===== config.mk =====
export PLATFORM = sky130hd
export DESIGN_NAME = touch_sample_debounce_filter_top
export DESIGN_NICKNAME = d
export VERILOG_FILES = /design/src/rtl/tsdf_pkg.sv /design/src/rtl/tsdf_map_unit.sv /design/src/rtl/tsdf_track.sv /design/src/rtl/touch_sample_debounce_filter_top.sv
export SDC_FILE = /design/constraint.sdc
export NUM_CORES = 1
export LEC_CHECK = 0
export ABC_CLOCK_PERIOD_IN_PS = 4950
export CAP_MARGIN = 20
export CORE_ASPECT_RATIO = 1.1
export CORE_UTILIZATION = 59
export DETAILED_ROUTE_END_ITERATION = 10
export DONT_BUFFER_PORTS = 1
export PLACE_DENSITY_LB_ADDON = 0.15
export SYNTH_ARGS = -nofsm -noshare
export SYNTH_HDL_FRONTEND = slang
export SYNTH_SLANG_ARGS = --single-unit

===== constraint.sdc =====
create_clock -name clk -period 4.95 [get_ports clk]
set_input_delay 0 -clock clk [delete_from_list [all_inputs] [get_ports clk]]
set_output_delay 0 -clock clk [all_outputs]
set_load 0.02 [all_outputs]

===== src/rtl/tsdf_pkg.sv =====
// ----------------------------------------------------------------------------
// tsdf_pkg: shared definitions for the touch sample debounce filter
// Widths, plausibility limits, register indexes and reset values used by
// the top level and its submodules.
// ----------------------------------------------------------------------------
package tsdf_pkg;

  localparam int RAW_W          = 12;
  localparam int SIZE_W         = 13;
  localparam int JIT_W          = 12;
  localparam int OUT_W          = 12;
  localparam int CFG_DATA_W     = 13;
  localparam int CFG_IDX_W      = 3;
  localparam int COORD_BITS_DEF = 12;

  localparam logic [RAW_W-1:0] RAW_LOW  = 12'd200;
  localparam logic [RAW_W-1:0] RAW_HIGH = 12'd3900;
  localparam logic [RAW_W-1:0] Z_LIMIT  = 12'd4000;

  localparam logic [1:0] PRESS_COUNT = 2'd2;
  localparam logic [1:0] FIRST_COUNT = 2'd1;

  localparam logic [RAW_W-1:0]  X_CAL_MIN_RST     = 12'd200;
  localparam logic [RAW_W-1:0]  X_CAL_MAX_RST     = 12'd3900;
  localparam logic [RAW_W-1:0]  Y_CAL_MIN_RST     = 12'd200;
  localparam logic [RAW_W-1:0]  Y_CAL_MAX_RST     = 12'd3900;
  localparam logic [SIZE_W-1:0] SCREEN_WIDTH_RST  = 13'd320;
  localparam logic [SIZE_W-1:0] SCREEN_HEIGHT_RST = 13'd240;
  localparam logic [JIT_W-1:0]  JITTER_LIMIT_RST  = 12'd25;

  typedef enum logic [CFG_IDX_W-1:0] {
    REG_X_CAL_MIN     = 3'd0,
    REG_X_CAL_MAX     = 3'd1,
    REG_Y_CAL_MIN     = 3'd2,
    REG_Y_CAL_MAX     = 3'd3,
    REG_SCREEN_WIDTH  = 3'd4,
    REG_SCREEN_HEIGHT = 3'd5,
    REG_JITTER_LIMIT  = 3'd6
  } cfg_reg_t;

  typedef struct packed {
    logic [RAW_W-1:0]  lo;
    logic [RAW_W-1:0]  hi;
    logic [SIZE_W-1:0] size;
  } axis_cal_t;

endpackage


===== src/rtl/tsdf_map_unit.sv =====
// ----------------------------------------------------------------------------
// tsdf_map_unit: serial calibration mapping for one axis
// Forms (raw - lo) * (size - 1) with a bit-serial shift-add multiplier, then
// divides by (hi - lo) with a restoring divider, one quotient bit per cycle, and inverts the axis.
// ----------------------------------------------------------------------------
module tsdf_map_unit import tsdf_pkg::*; #(
  parameter int COORD_BITS = COORD_BITS_DEF
) (
  input  logic                  clk,
  input  logic                  rst,
  input  logic                  start,
  input  logic [RAW_W-1:0]      raw,
  input  axis_cal_t             cal,
  output logic                  done,
  output logic [COORD_BITS-1:0] value
);

  localparam int PW    = RAW_W + COORD_BITS;
  localparam int CNT_W = $clog2(PW + 1);
  localparam int CMP_W = (SIZE_W > COORD_BITS + 1) ? SIZE_W : COORD_BITS + 1;
  localparam logic [CMP_W-1:0] SIZE_CAP = CMP_W'(1) << COORD_BITS;

  typedef enum logic [3:0] {
    M_IDLE = 4'b0001,
    M_MUL  = 4'b0010,
    M_DIV  = 4'b0100,
    M_FIN  = 4'b1000
  } map_state_t;

  map_state_t            state;
  logic [CNT_W-1:0]      cnt;
  logic [COORD_BITS-1:0] top;
  logic [COORD_BITS-1:0] mplier;
  logic [RAW_W-1:0]      off;
  logic [RAW_W-1:0]      dvsr;
  logic [PW-1:0]         acc;
  logic [RAW_W-1:0]      rem;
  logic                  bad_cal;
  logic                  below;

  logic [CMP_W-1:0]      size_ext;
  logic [COORD_BITS-1:0] top_start;
  logic [PW-1:0]         acc_add;
  logic [RAW_W:0]        trial;
  logic [RAW_W:0]        trial_sub;
  logic                  fits;
  logic [RAW_W-1:0]      rem_next;
  logic [COORD_BITS-1:0] mapped;

  // The screen size is clamped to 1..2^COORD_BITS before the top coordinate is taken.
  always_comb begin
    size_ext = CMP_W'(cal.size);
    if (size_ext == '0) begin
      top_start = '0;
    end else if (size_ext > SIZE_CAP) begin
      top_start = '1;
    end else begin
      top_start = COORD_BITS'(size_ext - CMP_W'(1));
    end
  end

  always_comb begin
    acc_add   = {acc[PW-2:0], 1'b0} + (mplier[COORD_BITS-1] ? PW'(off) : '0);
    trial     = {rem, acc[PW-1]};
    fits      = trial >= {1'b0, dvsr};
    trial_sub = trial - {1'b0, dvsr};
    rem_next  = fits ? trial_sub[RAW_W-1:0] : trial[RAW_W-1:0];
  end

  // A sample left of the low bound lands beyond the top and clamps to it; a
  // quotient above the top clamps to zero.
  always_comb begin
    if (bad_cal) begin
      mapped = '0;
    end else if (below) begin
      mapped = top;
    end else if (acc > PW'(top)) begin
      mapped = '0;
    end else begin
      mapped = top - acc[COORD_BITS-1:0];
    end
  end

  always_ff @(posedge clk) begin
    if (rst) begin
      state <= M_IDLE;
      cnt   <= '0;
    end else begin
      case (state)
        M_IDLE: begin
          if (start) begin
            state <= M_MUL;
            cnt   <= CNT_W'(COORD_BITS - 1);
          end
        end
        M_MUL: begin
          if (cnt == '0) begin
            state <= M_DIV;
            cnt   <= CNT_W'(PW - 1);
          end else begin
            cnt <= cnt - CNT_W'(1);
          end
        end
        M_DIV: begin
          if (cnt == '0) begin
            state <= M_FIN;
          end else begin
            cnt <= cnt - CNT_W'(1);
          end
        end
        M_FIN: begin
          state <= M_IDLE;
        end
        default: begin
          state <= M_IDLE;
        end
      endcase
    end
  end

  always_ff @(posedge clk) begin
    case (state)
      M_IDLE: begin
        if (start) begin
          top     <= top_start;
          mplier  <= top_start;
          off     <= raw - cal.lo;
          dvsr    <= cal.hi - cal.lo;
          acc     <= '0;
          rem     <= '0;
          bad_cal <= cal.hi <= cal.lo;
          below   <= raw < cal.lo;
        end
      end
      M_MUL: begin
        acc    <= acc_add;
        mplier <= {mplier[COORD_BITS-2:0], 1'b0};
      end
      M_DIV: begin
        acc <= {acc[PW-2:0], fits};
        rem <= rem_next;
      end
      M_FIN: begin
        value <= mapped;
      end
      default: begin
      end
    endcase
  end

  assign done = (state == M_FIN);

endmodule


===== src/rtl/tsdf_track.sv =====
// ----------------------------------------------------------------------------
// tsdf_track: press detection and position smoothing
// Holds the press state and the smoothed position, and forms the result
// registers for each finished sample.
// ----------------------------------------------------------------------------
module tsdf_track import tsdf_pkg::*; #(
  parameter int COORD_BITS = COORD_BITS_DEF
) (
  input  logic                  clk,
  input  logic                  rst,
  input  logic                  load,
  input  logic                  reject,
  input  logic [COORD_BITS-1:0] map_x,
  input  logic [COORD_BITS-1:0] map_y,
  input  logic [JIT_W-1:0]      jitter,
  output logic                  pressed,
  output logic [OUT_W-1:0]      point_x,
  output logic [OUT_W-1:0]      point_y
);

  localparam int DW = (JIT_W > COORD_BITS) ? JIT_W : COORD_BITS;

  logic                  press_flag;
  logic [1:0]            stable_count;
  logic [COORD_BITS-1:0] held_x;
  logic [COORD_BITS-1:0] held_y;

  logic                  press_flag_next;
  logic [1:0]            stable_count_next;
  logic [COORD_BITS-1:0] held_x_next;
  logic [COORD_BITS-1:0] held_y_next;

  logic [COORD_BITS-1:0] dx;
  logic [COORD_BITS-1:0] dy;
  logic                  near;
  logic [COORD_BITS:0]   sum_x;
  logic [COORD_BITS:0]   sum_y;

  always_comb begin
    dx    = (map_x >= held_x) ? map_x - held_x : held_x - map_x;
    dy    = (map_y >= held_y) ? map_y - held_y : held_y - map_y;
    near  = (stable_count != '0) && (DW'(dx) <= DW'(jitter)) && (DW'(dy) <= DW'(jitter));
    sum_x = {1'b0, held_x} + {1'b0, map_x};
    sum_y = {1'b0, held_y} + {1'b0, map_y};

    press_flag_next   = press_flag;
    stable_count_next = stable_count;
    held_x_next       = held_x;
    held_y_next       = held_y;
    if (reject) begin
      press_flag_next   = 1'b0;
      stable_count_next = '0;
    end else if (!press_flag) begin
      held_x_next = map_x;
      held_y_next = map_y;
      if (near) begin
        press_flag_next   = 1'b1;
        stable_count_next = PRESS_COUNT;
      end else begin
        stable_count_next = FIRST_COUNT;
      end
    end else begin
      held_x_next = sum_x[COORD_BITS:1];
      held_y_next = sum_y[COORD_BITS:1];
    end
  end

  always_ff @(posedge clk) begin
    if (rst) begin
      press_flag   <= 1'b0;
      stable_count <= '0;
      held_x       <= '0;
      held_y       <= '0;
    end else if (load) begin
      press_flag   <= press_flag_next;
      stable_count <= stable_count_next;
      held_x       <= held_x_next;
      held_y       <= held_y_next;
    end
  end

  always_ff @(posedge clk) begin
    if (load) begin
      pressed <= press_flag_next;
      point_x <= press_flag_next ? OUT_W'(held_x_next) : '0;
      point_y <= press_flag_next ? OUT_W'(held_y_next) : '0;
    end
  end

endmodule


===== src/rtl/touch_sample_debounce_filter_top.sv =====
// ----------------------------------------------------------------------------
// touch_sample_debounce_filter_top: touch debounce and smoothing filter
// Maps raw touch samples to screen coordinates, debounces the press and
// smooths the held position.
// ----------------------------------------------------------------------------
// Each input transaction carries one poll of the touch controller: the
// contact flag and raw x, y and pressure readings. Each poll gives exactly
// one output transaction with the press state and the screen position.
// Both channels use valid and stall; a transaction moves on a rising edge
// where valid is high and stall is low.
// A plausible sample runs through two serial mapping units, one per axis,
// side by side. Each runs a shift-add multiply and then a restoring divide,
// and the input stays stalled until both units are done and the result is
// loaded into the output register, so a new sample is taken only after the
// last one has left. A rejected sample skips the mapping units and goes
// straight to the final state, where it waits for the output register.
// The output is a register: a new sample is taken while an older result
// waits on a stalled receiver, and that sample finishes once the register
// frees. Reset releases the touch, clears the debounce count and loads the
// default calibration. Configuration writes are taken at any time and must
// only be issued while no sample is in flight.
// ----------------------------------------------------------------------------
module touch_sample_debounce_filter_top import tsdf_pkg::*; #(
  parameter int COORD_BITS = COORD_BITS_DEF
) (
  input  logic                  clk,
  input  logic                  rst,
  input  logic                  in_valid,
  output logic                  in_stall,
  input  logic                  touched,
  input  logic [RAW_W-1:0]      raw_x,
  input  logic [RAW_W-1:0]      raw_y,
  input  logic [RAW_W-1:0]      raw_z,
  output logic                  out_valid,
  input  logic                  out_stall,
  output logic                  pressed,
  output logic [OUT_W-1:0]      point_x,
  output logic [OUT_W-1:0]      point_y,
  input  logic                  cfg_we,
  input  logic [CFG_IDX_W-1:0]  cfg_index,
  input  logic [CFG_DATA_W-1:0] cfg_data
);

  typedef enum logic [2:0] {
    S_IDLE = 3'b001,
    S_MAP  = 3'b010,
    S_FIN  = 3'b100
  } top_state_t;

  top_state_t            state;
  axis_cal_t             x_cal;
  axis_cal_t             y_cal;
  logic [JIT_W-1:0]      jitter_limit;
  logic                  rej;

  logic                  accept;
  logic                  reject;
  logic                  start;
  logic                  out_free;
  logic                  load;
  logic                  x_done;
  logic                  y_done;
  logic [COORD_BITS-1:0] map_x;
  logic [COORD_BITS-1:0] map_y;

  assign in_stall = (state != S_IDLE);
  assign accept   = in_valid && !in_stall;
  assign reject   = !touched || ((raw_x == '0) && (raw_y == '0)) || (raw_z >= Z_LIMIT) ||
                    (raw_x < RAW_LOW) || (raw_x > RAW_HIGH) ||
                    (raw_y < RAW_LOW) || (raw_y > RAW_HIGH);
  assign start    = accept && !reject;
  assign out_free = !out_valid || !out_stall;
  assign load     = (state == S_FIN) && out_free;

  always_ff @(posedge clk) begin
    if (rst) begin
      x_cal        <= '{lo: X_CAL_MIN_RST, hi: X_CAL_MAX_RST, size: SCREEN_WIDTH_RST};
      y_cal        <= '{lo: Y_CAL_MIN_RST, hi: Y_CAL_MAX_RST, size: SCREEN_HEIGHT_RST};
      jitter_limit <= JITTER_LIMIT_RST;
    end else if (cfg_we) begin
      case (cfg_reg_t'(cfg_index))
        REG_X_CAL_MIN:     x_cal.lo     <= cfg_data[RAW_W-1:0];
        REG_X_CAL_MAX:     x_cal.hi     <= cfg_data[RAW_W-1:0];
        REG_Y_CAL_MIN:     y_cal.lo     <= cfg_data[RAW_W-1:0];
        REG_Y_CAL_MAX:     y_cal.hi     <= cfg_data[RAW_W-1:0];
        REG_SCREEN_WIDTH:  x_cal.size   <= cfg_data[SIZE_W-1:0];
        REG_SCREEN_HEIGHT: y_cal.size   <= cfg_data[SIZE_W-1:0];
        REG_JITTER_LIMIT:  jitter_limit <= cfg_data[JIT_W-1:0];
        default: begin
        end
      endcase
    end
  end

  always_ff @(posedge clk) begin
    if (rst) begin
      state     <= S_IDLE;
      rej       <= 1'b0;
      out_valid <= 1'b0;
    end else begin
      case (state)
        S_IDLE: begin
          if (accept) begin
            rej   <= reject;
            state <= reject ? S_FIN : S_MAP;
          end
        end
        S_MAP: begin
          if (x_done && y_done) begin
            state <= S_FIN;
          end
        end
        S_FIN: begin
          if (out_free) begin
            state <= S_IDLE;
          end
        end
        default: begin
          state <= S_IDLE;
        end
      endcase
      if (load) begin
        out_valid <= 1'b1;
      end else if (!out_stall) begin
        out_valid <= 1'b0;
      end
    end
  end

  tsdf_map_unit #(
    .COORD_BITS(COORD_BITS)
  ) u_map_x (
    .clk   (clk),
    .rst   (rst),
    .start (start),
    .raw   (raw_x),
    .cal   (x_cal),
    .done  (x_done),
    .value (map_x)
  );

  tsdf_map_unit #(
    .COORD_BITS(COORD_BITS)
  ) u_map_y (
    .clk   (clk),
    .rst   (rst),
    .start (start),
    .raw   (raw_y),
    .cal   (y_cal),
    .done  (y_done),
    .value (map_y)
  );

  tsdf_track #(
    .COORD_BITS(COORD_BITS)
  ) u_track (
    .clk     (clk),
    .rst     (rst),
    .load    (load),
    .reject  (rej),
    .map_x   (map_x),
    .map_y   (map_y),
    .jitter  (jitter_limit),
    .pressed (pressed),
    .point_x (point_x),
    .point_y (point_y)
  );

endmodule


==> summary.md <==
| Metric | Value |
|---|---|
| Outcome | `complete, but fails checks` |
| Failing checks | `negative setup slack` |
| Register area share after synthesis | `approximately 39%` |
| Leak | `approximately 11 nW` |
| Most common flop cell mapped by yosys | `edfxtp_1` |
| Synth Instances | `2731` |
| Endpoint class of the critical path | `register` |
| Die Width | `195 um` |
| DIE AREA | `roughly 42000 um2` |
| Tcrit/Tclk final | `101%` |
| CTS clk-pin slew, worst paths | `0.06 ns` |
| VDD IR max | `0.236 mV` |
| Hold Path Depth | `3` |
| Port-buffer cells | `0` |
| Layout area overhead | `13.1%` |
| Tmin final | `4.99 ns` |
| FP Rows | `77` |
| Arr. time, crit path | `roughly 5.4 ns` |
| Syn_nets | `3045` |
| Post-synth ARST share | `0%` |
| Vias in the first global route | `19600` |
| Grt ovf | `0` |
| Fillers | `3192` |
| Largest net degree at the start of global routing | `141` |
| Wirelength, routed | `61.1 mm` |
| Startpoint types | `register` |
| RSZ-0062 raised after global routing | `true` |
| Core area | `40400 um2` |
| R2R cell count | `22` |
| Worst-Margin Slew | `1.07 ns` |
| Unique masters post-synth | `90` |
| Via count | `20100` |
| Setup CP Type | `reg2reg` |
| Initial Utilization | `60.1%` |
| Synth Register Bits | `357` |
| Pre-antenna DRT Iters | `5` |
| Origin of the critical flop-to-flop path | `u_map_x.value[0]` |
| Pwr dens | `271 nW/um2` |
| Max-cap check violation count | `0` |
| Post-Syn Area per Cell | `just under 9 um2` |
| Worst setup margin | `-0.0350 ns` |
| Top Ports | `between 80 and 90` |
| Number of synthesized flops with an enable pin | `221` |
| CTS tree | `yes` |
| Sinks on Clock Net | `357` |
| Clock Latency Late Sink | `0.56 ns` |
| Post-Syn Area | `24300 um2` |
| Final ANT Viol Nets | `0` |
| Global-route wire length before repair | `slightly below 100 mm` |
| Clock Tree Root | `clkbuf_16` |
| DRC violation count after routing | `0` |
| Worst EP required | `5.35 ns` |
| Worst hold margin | `0.0490 ns` |
| Share of cells above drive strength 1 | `7.72%` |
| Post-layout power | `7.44 mW` |
| Critical path origin | `u_map_x.value[0]` |
| Min-Delay Path Class | `in2reg` |
| Iteration-0 DRC Markers | `1525` |
| Final setup vio count | `8` |
| Slew headroom | `around 29%` |
| Total Nets Final | `approximately 3100` |
| Worst-path maximum fanout | `6` |
| Hold Startpoint | `cfg_we` |
| Clock tree buffer depth | `3` |
| Initial antenna violation count | `10` |
| Dpl hpwl | `43.6 mm` |
| Skew final | `0.0134 ns` |
| Yosys warnings | `0` |
| RD Place Congestion | `0.922` |
| Total track usage | `28.7%` |
| Avg WL per Cell | `about 18 um` |
| Vias per cell | `5.99` |
| Clock buffer count from CTS | `41` |
| Final Slew Violations | `0` |
| Die Y | `between 200 and 250 um` |
| F_max | `201 MHz` |
| CTS HTree Levels | `2` |
| Final hold vios | `0` |
## logic make-up after synthesis
logic type,after synthesis,synth area share (%)
DFF,357,38.6
and+or+nand+nor,910,17.7
adders and majority gates,258,13.8
muxes,26,1.12
xor gates and xnor gates,133,4.80
AOI/OAI and AO/OA,692,18.4
buffers and inverters,355,5.61
## layout make-up
type | count | area, um2 | area share (%)
multi-input cells | 2019 | 13800 | 50.3
flip-flops and latches | 357 | 9360 | 34.1
repair buffers | 130 | 1250 | 4.55
clock buffers | 48 | 1130 | 4.11
inverters | 254 | 956 | 3.48
well taps | 513 | 642 | 2.34
clock inverters | 27 | 272 | 0.990
diodes | 8 | 20.0 | 0.0730
## metal layers
layer / vias to the layer above / share of wire (%) / track usage [%]
met1: 9533 / 43 / 37.3
met5: - / 0.056 / 0
li1: 9832 / - / -
met2: 612 / 47 / 48.6
met4: 6 / 2.7 / 8.48
met3: 130 / 6.5 / 5.30
## cell usage in the layout (no fill, tap or decap), types with 53 or more instances in the layout
cell           instances
a21oi_1              211
buf_4                 53
inv_1                252
nand3_1               54
ha_1                 238
dlygate4sd3_1         65
xnor2_1               97
nor2_1               221
dfxtp_1              135
edfxtp_1             221
nand2_1              321
o21ai_0              142
## cells in the mapped netlist (17+ instances only)
master    instances  area share (%)
o31ai_1          26            0.80
a22oi_1          21            0.65
nor2b_1          30            0.77
xor2_1           36             1.3
o21ai_0         145             3.0
or3_1            22            0.57
o21bai_1         25            0.77
and2_1           36            0.93
ha_1            240              12
nand3_1          54             1.1
xnor2_1          97             3.5
nand2b_1         37            0.95
nand4_1          39             1.0
nand3b_1         31            0.96
inv_1           254             3.9
a31oi_1          19            0.49
edfxtp_1        221              27
nand2_1         321             5.0
dfxtp_1         136              11
a21oi_1         216             4.5
a211oi_1         45             1.4
nor2_1          224             3.5
a21o_1           51             1.6
nor3_1           52             1.1
clkbuf_1         85             1.3
a21boi_0         17            0.53
mux2i_1          17            0.70
## flip-flops by register name (all words and copies together), names as in the netlist, 5 cells and up
name             count
u_track.held_x      12
u_track.point_x     12
u_map_y.top         12
u_map_y.rem         12
u_map_x.cnt          5
u_track.point_y     12
u_map_y.dvsr        12
u_map_x.rem         12
u_map_y.acc         24
u_map_y.value       12
u_map_x.top         12
u_map_x.value       12
u_map_x.dvsr        12
jitter_limit        12
y_cal               37
u_track.held_y      12
u_map_x.off         12
u_map_y.mplier      12
u_map_x.mplier      12
x_cal               37
u_map_x.acc         24
u_map_y.off         12
u_map_y.cnt          5
## path summary, 6_finish.rpt
path                                            end  slack (ns)
worst max-delay path            u_track.point_x[10]       -0.04
worst min-delay path                jitter_limit[3]        0.05
worst max register to register  u_track.point_x[10]       -0.04
worst min register to register      jitter_limit[6]        0.45
## where the power goes
group	internal [mW]	total, mW	switching (mW)	leakage [nW]
clock	1.85	3.16	1.30	0.681
sequential	3.28	3.37	0.0893	3.09
combinational	0.375	0.913	0.538	7.14
## metrics by stage
stage,cells,TNS (ns),utilization [%],worst slack (ns),area [um2]
CTS,3336,-0.00180,67.1,-0.00113,27100
global placement,3184,0,61.6,0.0401,24900
floorplan,2731,0,-,0.146,24300
finish,3356,-0.138,68.0,-0.0350,27400
detailed placement,3185,-1.30,61.6,-0.132,24900
global route,3351,-2.74,67.9,-0.190,27400
## timing repair
action,4_1_cts,5_1_grt
pin swaps,4,17
hold buffers,66,0
cloned,0,2
buffers inserted,10,10
hold endpoints to repair,187,0
endpoints found under the setup margin,24,28
gates resized for setup,6,41
## worst max-delay path, stage by stage, from the launching register on
cell	delay [ns]
edfxtp_1	0.40
inv_2	0.10
ha_4	0.14
inv_4	0.03
fa_2	0.34
a21o_1	0.24
a221oi_4	0.31
a21oi_2	0.13
o2111ai_2	0.21
nand3b_1	0.19
a21oi_4	0.32
buf_6	0.14
mux2i_1	0.19
a31oi_2	0.06
xnor2_1	0.21
ha_1	0.28
a21o_1	0.19
a21o_1	0.20
a2111oi_4	0.37
o221a_4	0.27
o21bai_4	0.10
clkbuf_16	0.23
nor3_1	0.18
Power figures use the tool's default switching activity.
